### config.mk
export PLATFORM = sky130hd
export DESIGN_NAME = c8ic_ram
export DESIGN_NICKNAME = d
export VERILOG_FILES = /design/src/rtl/c8ic_ram.sv
export SDC_FILE = /design/constraint.sdc
export NUM_CORES = 1
export LEC_CHECK = 0
export BUFFER_PORTS_ARGS = -buffer_cell sky130_fd_sc_hd__buf_2
export CORE_ASPECT_RATIO = 0.9
export CORE_UTILIZATION = 44
export DETAILED_ROUTE_END_ITERATION = 10
export PLACE_DENSITY = 0.71
export SLEW_MARGIN = 20
export SYNTH_ARGS = -nofsm -noshare
export SYNTH_HDL_FRONTEND = slang
export SYNTH_SLANG_ARGS = --single-unit
### constraint.sdc
create_clock -name clk_i -period 1.7 [get_ports clk_i]
set_input_delay 0.17 -clock clk_i [delete_from_list [all_inputs] [get_ports clk_i]]
set_output_delay 0.17 -clock clk_i [all_outputs]
set_load 0.02 [all_outputs]
### src/rtl/c8ic_ram.sv
// Generic single-write, single-read synchronous RAM with registered read data.
// No dependencies.
`default_nettype none

module c8ic_ram #(
  parameter int unsigned WIDTH = 8,
  parameter int unsigned DEPTH = 16
) (
  input  wire logic                     clk_i,
  input  wire logic                     we_i,
  input  wire logic [$clog2(DEPTH)-1:0] waddr_i,
  input  wire logic [WIDTH-1:0]         wdata_i,
  input  wire logic [$clog2(DEPTH)-1:0] raddr_i,
  output      logic [WIDTH-1:0]         rdata_o
);

  logic [WIDTH-1:0] mem_q [DEPTH];

  always_ff @(posedge clk_i) begin
    if (we_i) begin
      mem_q[waddr_i] <= wdata_i;
    end
    rdata_o <= mem_q[raddr_i];
  end

endmodule

`default_nettype wire

==> results of run 1 <==
report_power, final:
part / leakage (nW) / switching, mW / total (mW) / internal (mW)
logic: 0.595 / 0.212 / 0.369 / 0.157
registers: 1.22 / 0.0230 / 3.77 / 3.75
clock network: 0.307 / 1.34 / 3.95 / 2.61
metrics by stage:
stage	instance area (µm²)	hold WS [ns]	setup slack [ns]	total power [mW]
6_report	6230	0.140	0.277	8.09
3_3_place_gp	5580	0.553	0.142	4.20
5_1_grt	6230	0.136	0.255	8.33
2_1_floorplan	5150	0.269	0.0371	4.05
3_5_place_dp	5580	0.566	0.141	4.22
4_1_cts	6230	0.131	0.276	8.16
worst max path at each step:
stage / start / end / slack (ns) / cells after the start
final: mem_q[1][2] / rdata_o[2] / 0.28 / 3
after CTS: mem_q[1][2] / rdata_o[2] / 0.28 / 3
after detailed placement: raddr_i[0] / rdata_o[2] / 0.14 / 5
after global placement: raddr_i[0] / rdata_o[2] / 0.14 / 5
after global routing: mem_q[2][2] / rdata_o[2] / 0.26 / 3
after floorplan: waddr_i[2] / mem_q[0][0] / 0.04 / 2
registers in the layout, indices dropped and copies added (netlist names):
register	cells
rdata_o	8
mem_q	128
critical path, cell delays in order (launching register included):
cell and delay [ns]:
edfxtp_1 0.36, mux4_1 0.50, a22oi_1 0.31, nand2_1 0.12
synth_stat cells, types with 2 or more instances:
library cell | number | share of area (%)
nor3_1 | 4 | 0.39
clkdlybuf4s25_2 | 3 | 0.58
a22oi_1 | 16 | 2.3
nand3b_1 | 2 | 0.29
edfxtp_1 | 128 | 75
nand2b_1 | 2 | 0.24
nor2_1 | 13 | 0.95
buf_2 | 3 | 0.29
mux4_2 | 18 | 7.9
nand2_1 | 9 | 0.66
dfxtp_1 | 8 | 3.1
mux4_1 | 14 | 7.1
buf_6 | 3 | 0.66
final cells by class:
class / instances / area (µm²)
Multi-Input combinational cell: 83 / 1060
Clock inverter: 15 / 225
Clock buffer: 17 / 425
Tap cell: 156 / 195
Timing Repair Buffer: 46 / 320
Fill cell: 879 / 5210
Sequential cell: 136 / 4000
logic make-up (layout without fill, tap and decap cells):
logic type	after synthesis	in the layout	share of synthesized area (%)
and+or+nand+nor	35	35	3.18
AOI/OAI and AO/OA	16	16	2.33
buffers and inverters	10	78	1.68
DFF	136	136	77.8
muxes	32	32	15.0
metal layers:
metal  global-route usage (%)  wire length [µm]  vias up
met3                     5.86               719       13
met5                        0                 0        -
met1                     24.3              3850     1211
met2                     24.5              4310       84
li1                         -                 -     1088
met4                     5.95               113        0
layout by cell type (no fill, tap or decap), types with 2 or more instances in the layout:
master / instances
edfxtp_1: 128
buf_2: 25
mux4_2: 18
buf_4: 18
clkbuf_16: 17
a22oi_1: 16
mux4_1: 14
nor2_1: 13
nand2_1: 9
dfxtp_1: 8
bufinv_16: 5
nor3_1: 4
clkinv_4: 3
clkinvlp_4: 3
buf_12: 3
nand3b_1: 2
nand2b_1: 2
inv_6: 2
==> run summary, run 1 <==
Status = complete, no violations
Post-route core utilization = 54.5%
Worst R2R Setup Slack = 0.28 ns
F_max = 703 MHz
Largest net degree at the start of global routing = 33
Max-slew violation count = 0
Antenna Nets Post-Route = 0
Sink Count = 136
CTS max path bufs = 2
Worst hold stages = 1
Maxcap violations = 0
Post-Synthesis Cells = 229
Setup crit start kind = flop
DPL Wire Length = 5.82 mm
Total GRT Usage = 17.1%
Clock transition at the registers of the reported paths = 0.06 ns
Routed length per instance = 19.9 µm
Cells after DPL = 421
CTS Hold Buffers Added = 0
Boundary pin count = 26
First-pass iteration count of the detailed router = 4
Crit path kind = flop to flop
Die Outline Area = 12,100 µm²
H-Tree Level Count = 4
Starting density of the core = 45.0%
Share of layout cells above drive strength 1 = 32.3%
Worst Hold Endpoint = mem_q[0][5]
Fraction of registers with async set/reset = 0%
Number of synthesized flops with an enable pin = 128
Lkg Pwr = 2.13 nW
Gpl congestion = 0.733
Arrival time worst endpoint = 1.71 ns
Grt total ovfl = 0
Distinct cells, synth = 19
Seq/Total Area, Yosys = 77.8%
Primary FF master, synth = edfxtp_1
R2R Path End = rdata_o[2]
Reg2reg start = mem_q[1][2]
YS warnings = 0
FF+latch count, synth = 136
TNS Setup = 0 ns
Fin nets = 302
Number of DRC markers in iteration 0 = 143
Max FO, Critical Path = 1
Power density over the cells = 1300 nW/µm²
Hold_sp = wdata_i[5]
Root Buffer = clkbuf_16
Avg Vias per Cell = 5.29
Routed WL = 9.00 mm
Port bufs = 25
Peak supply drop = 0.669 mV
Die X = 116 µm
TritonCTS buffer count = 17
Row count = 37
Mapped cell area = 5150 µm²
Vias in the first global route = 2,504
Final hold viol count = 0
Core area = 11,400 µm²
R2r worst-path depth = 3
Clk_lat worst skew = 0.41 ns
RSZ-0062 raised after global routing = no
Post-Syn Area per Cell = 22.5 µm²
Final Setup Violations = 0
# DRC = 0
Area grow syn2layout = 21.0%
Post-CTS setup buffer count = 0
DIE HEIGHT = 105 µm
Setup crit end kind = flop
Min-Delay Path Class = primary input to flop
Fin crit share = 83.7%
Worst EP required = 1.98 ns
ANT cells = 0
Min Tclk post-route = 1.42 ns
Initial antenna violation count = 0
Global-route wire length before repair = 14.3 mm
CTS tree = done
Skew final = 0.00628 ns
Non-filler cells, final = 453
PostCTS Resize Cnt = 0
Slew @ Worst Pin = 0.378 ns
Mapped Nets = 247
Slew Limit Headroom = 74.8%
Routed vias = 2,396
Power figures use the tool's default switching activity.
==> run 2: changes to the inputs <==
==> constraint.sdc (replaced) <==
create_clock -name clk_i -period 1.27 [get_ports clk_i]
set_input_delay 0.127 -clock clk_i [delete_from_list [all_inputs] [get_ports clk_i]]
set_output_delay 0.127 -clock clk_i [all_outputs]
set_load 0.02 [all_outputs]
==> run 2 against run 1 <==
Effect of this change: the flow now finishes with violations (negative setup slack); critical path depth unchanged; final area rose by 1.8%; via count rose by 6.6%; critical endpoint is now rdata_o[3]; largest power group is now registers.
==> run summary, run 2 (same netlist as run 1, synthesis figures left out) <==
Status = finished, violations left
Failing checks = negative setup slack
Root Buffer = clkbuf_16
Fillers = 881
GR peak layer = met1
Global-route wire length before repair = 15.6 mm
Fin crit share = 103%
Grt total ovfl = 0
TritonCTS buffer count = 17
# DRC = 0
Starting density of the core = 45.0%
Final hold viol count = 0
Slew Limit Headroom = 35.4%
Clk_lat worst skew = 0.41 ns
Vias in the first global route = 2,682
Total GRT Usage = 18.9%
Register area = 4000 µm²
Setup crit end kind = flop
Routed length per instance = 22.0 µm
Max incr delay on CP = 0.48 ns
CTS max path bufs = 2
Setup crit start kind = flop
Max reg flops = 128
Critical path's slowest cell = mux4_2
Multi-input gate area = 1070 µm²
Skew final = 0.00702 ns
Avg Vias per Cell = 5.45
Placed Instance Area = 5760 µm²
Die X = 116 µm
Post-route cell area = 6340 µm²
First-pass iteration count of the detailed router = 4
Worst EP required = 1.56 ns
F_max = 768 MHz
Worst hold slack = 0.103 ns
Slew @ Worst Pin = 0.966 ns
DPL Wire Length = 6.79 mm
Power density over the cells = 1640 nW/µm²
Min-Delay Path Class = primary input to flop
Reg2reg start = mem_q[1][3]
Row count = 37
DIE HEIGHT = 105 µm
H-Tree Level Count = 4
Min Tclk post-route = 1.30 ns
Clock transition at the registers of the reported paths = 0.06 ns
Post-CTS setup buffer count = 0
ANT cells = 0
Pre-CTS WS = -0.316 ns
Crit path kind = flop to flop
Routed WL = 10.3 mm
CP Cell Sequence = mux4_2, a22oi_2, nand2_1
Crit path from = mem_q[1][3]
Lkg Pwr = 2.16 nW
Max FO, Critical Path = 1
Die Outline Area = 12,100 µm²
Most frequent cells in the layout = 128 x edfxtp_1, 32 x buf_4, 28 x mux4_2
Arrival time worst endpoint = 1.59 ns
Final WS setup = -0.0329 ns
Largest net degree at the start of global routing = 18
Antenna Nets Post-Route = 0
TNS Setup = -0.0630 ns
Met1 GRT Util = 27.9%
Routed vias = 2,555
Largest register by flop count = mem_q
RSZ-0062 raised after global routing = yes
Boundary pin count = 26
Number of DRC markers in iteration 0 = 308
Peak supply drop = 1.02 mV
Gpl congestion = 0.725
Hold_sp = wdata_i[5]
Area grow syn2layout = 23.1%
Regs by FF count = mem_q (128), rdata_o (8)
Maxcap violations = 0
Initial antenna violation count = 0
Met3 Usage GRT = 6.67%
CTS tree = done
Total power = 10.4 mW
Max-slew violation count = 0
Final Setup Violations = 3
Share of layout cells above drive strength 1 = 42.8%
Core area = 11,400 µm²
Sink Count = 136
Commonest non-fill, non-tap cell in the layout = edfxtp_1
Port bufs = 25
Met2 Track Usage GR = 26.4%
Fin nets = 319
[run 2: cell types whose count changed in the layout (fill, tap and decap cells not counted), sizes merged]
cell,before,now
clkinv,5,8
bufinv,5,2
buf,46,63
inv,2,1
[run 2: worst paths after layout]
check                     end  slack [ns]  depth (start not counted)
setup / recovery   rdata_o[3]       -0.03                          3
setup reg to reg   rdata_o[3]       -0.03                          3
hold / removal    mem_q[7][5]        0.10                          1
hold reg to reg    rdata_o[7]        0.67                          3
[run 2: stage by stage]
stage / cells / util (%)
final: 469 / 55.4
after global routing: 469 / 55.4
after CTS: 469 / 55.5
after detailed placement: 438 / 50.3
after global placement: 438 / 50.3
after floorplan: 229 / -
[run 2: power by group]
group | leakage [nW] | switching, mW | internal (mW) | total [mW]
Combinational | 0.660 | 0.319 | 0.255 | 0.574
Sequential | 1.22 | 0.0367 | 5.02 | 5.06
Clock | 0.275 | 1.85 | 2.89 | 4.74
[run 2: what timing repair did]
action	in CTS	in global routing
hold buffers	0	0
endpoints found under the setup margin	7	8
gates resized for setup	15	3
pin swaps	6	4
[run 2: metal layers]
metal	share of wire, %	up-vias
met5	0	-
met4	1.1	0
met3	7.9	11
met2	46	110
met1	45	1325
li1	-	1109
[run 2: cell type report]
class / count / area share [%]
clock buffers: 17 / 6.71
well taps: 156 / 3.08
repair buffers: 63 / 7.66
multi-input cells: 83 / 17.0
clock inverters: 14 / 2.43
flip-flops and latches: 136 / 63.2
[run 2: critical path: cells and delay by family (launching register included)]
| family | cells | cell delay, ns |
|---|---|---|
| DFF | 1 | 0.38 |
| and+or+nand+nor | 1 | 0.09 |
| AOI/OAI and AO/OA | 1 | 0.23 |
| muxes | 1 | 0.48 |
==> run 3: changes to the inputs <==
--- a/config.mk
+++ b/config.mk
@@ -6,10 +6,12 @@
 export NUM_CORES = 1
 export LEC_CHECK = 0
 export BUFFER_PORTS_ARGS = -buffer_cell sky130_fd_sc_hd__buf_2
+export CELL_PAD_IN_SITES_DETAIL_PLACEMENT = 2
+export CELL_PAD_IN_SITES_GLOBAL_PLACEMENT = 2
 export CORE_ASPECT_RATIO = 0.9
-export CORE_UTILIZATION = 44
+export CORE_UTILIZATION = 43
 export DETAILED_ROUTE_END_ITERATION = 10
-export PLACE_DENSITY = 0.71
+export PLACE_DENSITY = 0.82
 export SLEW_MARGIN = 20
 export SYNTH_ARGS = -nofsm -noshare
 export SYNTH_HDL_FRONTEND = slang
==> constraint.sdc (replaced) <==
create_clock -name clk_i -period 1.27 [get_ports clk_i]
set_input_delay 0.381 -clock clk_i [delete_from_list [all_inputs] [get_ports clk_i]]
set_output_delay 0.381 -clock clk_i [all_outputs]
set_load 0.02 [all_outputs]
==> run 3 against run 2 <==
Effect of this change: the run still ends with negative setup slack left; routed wire length increased by 35%; critical path type unchanged; fmax fell by 7.6%; global-route usage grew 5.9 points; non-clock buffer count down 5.
==> run summary, run 3 (same netlist as run 1, synthesis figures left out) <==
Status = finished, violations left
Failing checks = negative setup slack
Peak supply drop = 0.896 mV
Fin nets = 314
DPL Wire Length = 8.45 mm
Lkg Pwr = 2.19 nW
Area grow syn2layout = 27.0%
Vias in the first global route = 2,998
Largest register by flop count = mem_q
Avg Vias per Cell = 5.68
Final hold viol count = 0
CTS max path bufs = 2
Die X = 117 µm
Fin crit share = 111%
Gpl congestion = 0.695
Commonest non-fill, non-tap cell in the layout = edfxtp_1
Non-filler cells, final = 465
Slew Limit Headroom = 43.9%
Die Outline Area = 12,400 µm²
Largest net degree at the start of global routing = 20
Port bufs = 25
ANT cells = 0
R2r worst-path depth = 3
Boundary pin count = 26
Number of DRC markers in iteration 0 = 187
H-Tree Level Count = 4
Register area = 4010 µm²
Max reg flops = 128
Antenna Nets Post-Route = 0
Clock transition at the registers of the reported paths = 0.06 ns
Most frequent cells in the layout = 128 x edfxtp_1, 32 x mux4_2, 19 x buf_4
Routed vias = 2,640
Min Tclk post-route = 1.41 ns
Grt total ovfl = 0
Skew final = 0.00699 ns
Clk_lat worst skew = 0.41 ns
Regs by FF count = mem_q (128), rdata_o (8)
Share of layout cells above drive strength 1 = 46.6%
TNS Setup = -0.580 ns
Cells after DPL = 432
Max FO, Critical Path = 1
Max-slew violation count = 0
CTS tree = done
Slew @ Worst Pin = 0.839 ns
Final WS setup = -0.139 ns
Worst hold stages = 1
Maxcap violations = 0
Multi-input gate area = 1110 µm²
Routed length per instance = 29.8 µm
Min-Delay Path Class = primary input to flop
Root Buffer = clkbuf_16
Arrival time worst endpoint = 1.70 ns
Total power = 10.8 mW
Starting density of the core = 44.7%
Sink Count = 136
Row count = 37
CTS Hold Buffers Added = 0
Global-route wire length before repair = 20.7 mm
F_max = 710 MHz
Routed WL = 13.9 mm
Core area = 11,500 µm²
Worst EP required = 1.56 ns
# DRC = 0
Power density over the cells = 1650 nW/µm²
Total GRT Usage = 24.8%
Setup crit start kind = flop
Fillers = 942
Pre-CTS WS = -0.617 ns
DIE HEIGHT = 106 µm
Crit path kind = flop to flop
Initial antenna violation count = 0
TritonCTS buffer count = 17
First-pass iteration count of the detailed router = 4
Final Setup Violations = 8
RSZ-0062 raised after global routing = yes
Setup crit end kind = flop
## run 3: final cells by class
| class | instances | area share [%] |
|---|---|---|
| Clock inverter | 10 | 1.90 |
| Clock buffer | 22 | 7.25 |
| Sequential cell | 136 | 61.4 |
| Timing Repair Buffer | 58 | 9.51 |
| Tap cell | 156 | 2.99 |
| Multi-Input combinational cell | 83 | 17.0 |
## run 3: per-stage QoR
stage          utilization (%)  hold WS, ns  area [µm²]
6_report                  56.7        0.364        6540
5_1_grt                   56.7        0.358        6540
4_1_cts                   56.5        0.343        6520
3_5_place_dp              50.8        0.693        5850
3_3_place_gp              50.8        0.661        5850
2_1_floorplan                -        0.480        5210
## run 3: per-layer routing
metal  global-route usage, %  vias up  share of wire, %
met4                    10.0        0               3.1
met5                       0        -                 0
met3                    6.66       28               5.6
li1                        -     1096                 -
met1                    30.1     1401                39
met2                    42.3      115                53
## run 3: worst paths after layout
| check | slack (ns) | start | to |
|---|---|---|---|
| worst max-delay path | -0.14 | mem_q[1][3] | rdata_o[3] |
| worst min-delay path | 0.36 | wdata_i[0] | mem_q[13][0] |
| worst max register to register | -0.14 | mem_q[1][3] | rdata_o[3] |
| worst min register to register | 0.71 | mem_q[3][2] | rdata_o[2] |
## run 3: power by group
part / switching (mW) / total (mW) / internal (mW) / leakage (nW)
Sequential: 0.0523 / 5.08 / 5.02 / 1.22
Clock: 1.84 / 5.05 / 3.22 / 0.301
Combinational: 0.364 / 0.663 / 0.299 / 0.662
## run 3: worst max-delay path, cell delays in order, from the launching register on
cell      delay (ns)
edfxtp_1        0.39
mux4_2          0.51
a22oi_2         0.29
nand2_1         0.09
## run 3: timing repair
item | 4_1_cts | 5_1_grt
resized for setup | 24 | 4
pin swaps | 2 | 1
setup endpoints to repair | 14 | 28
setup buffers | 0 | 1
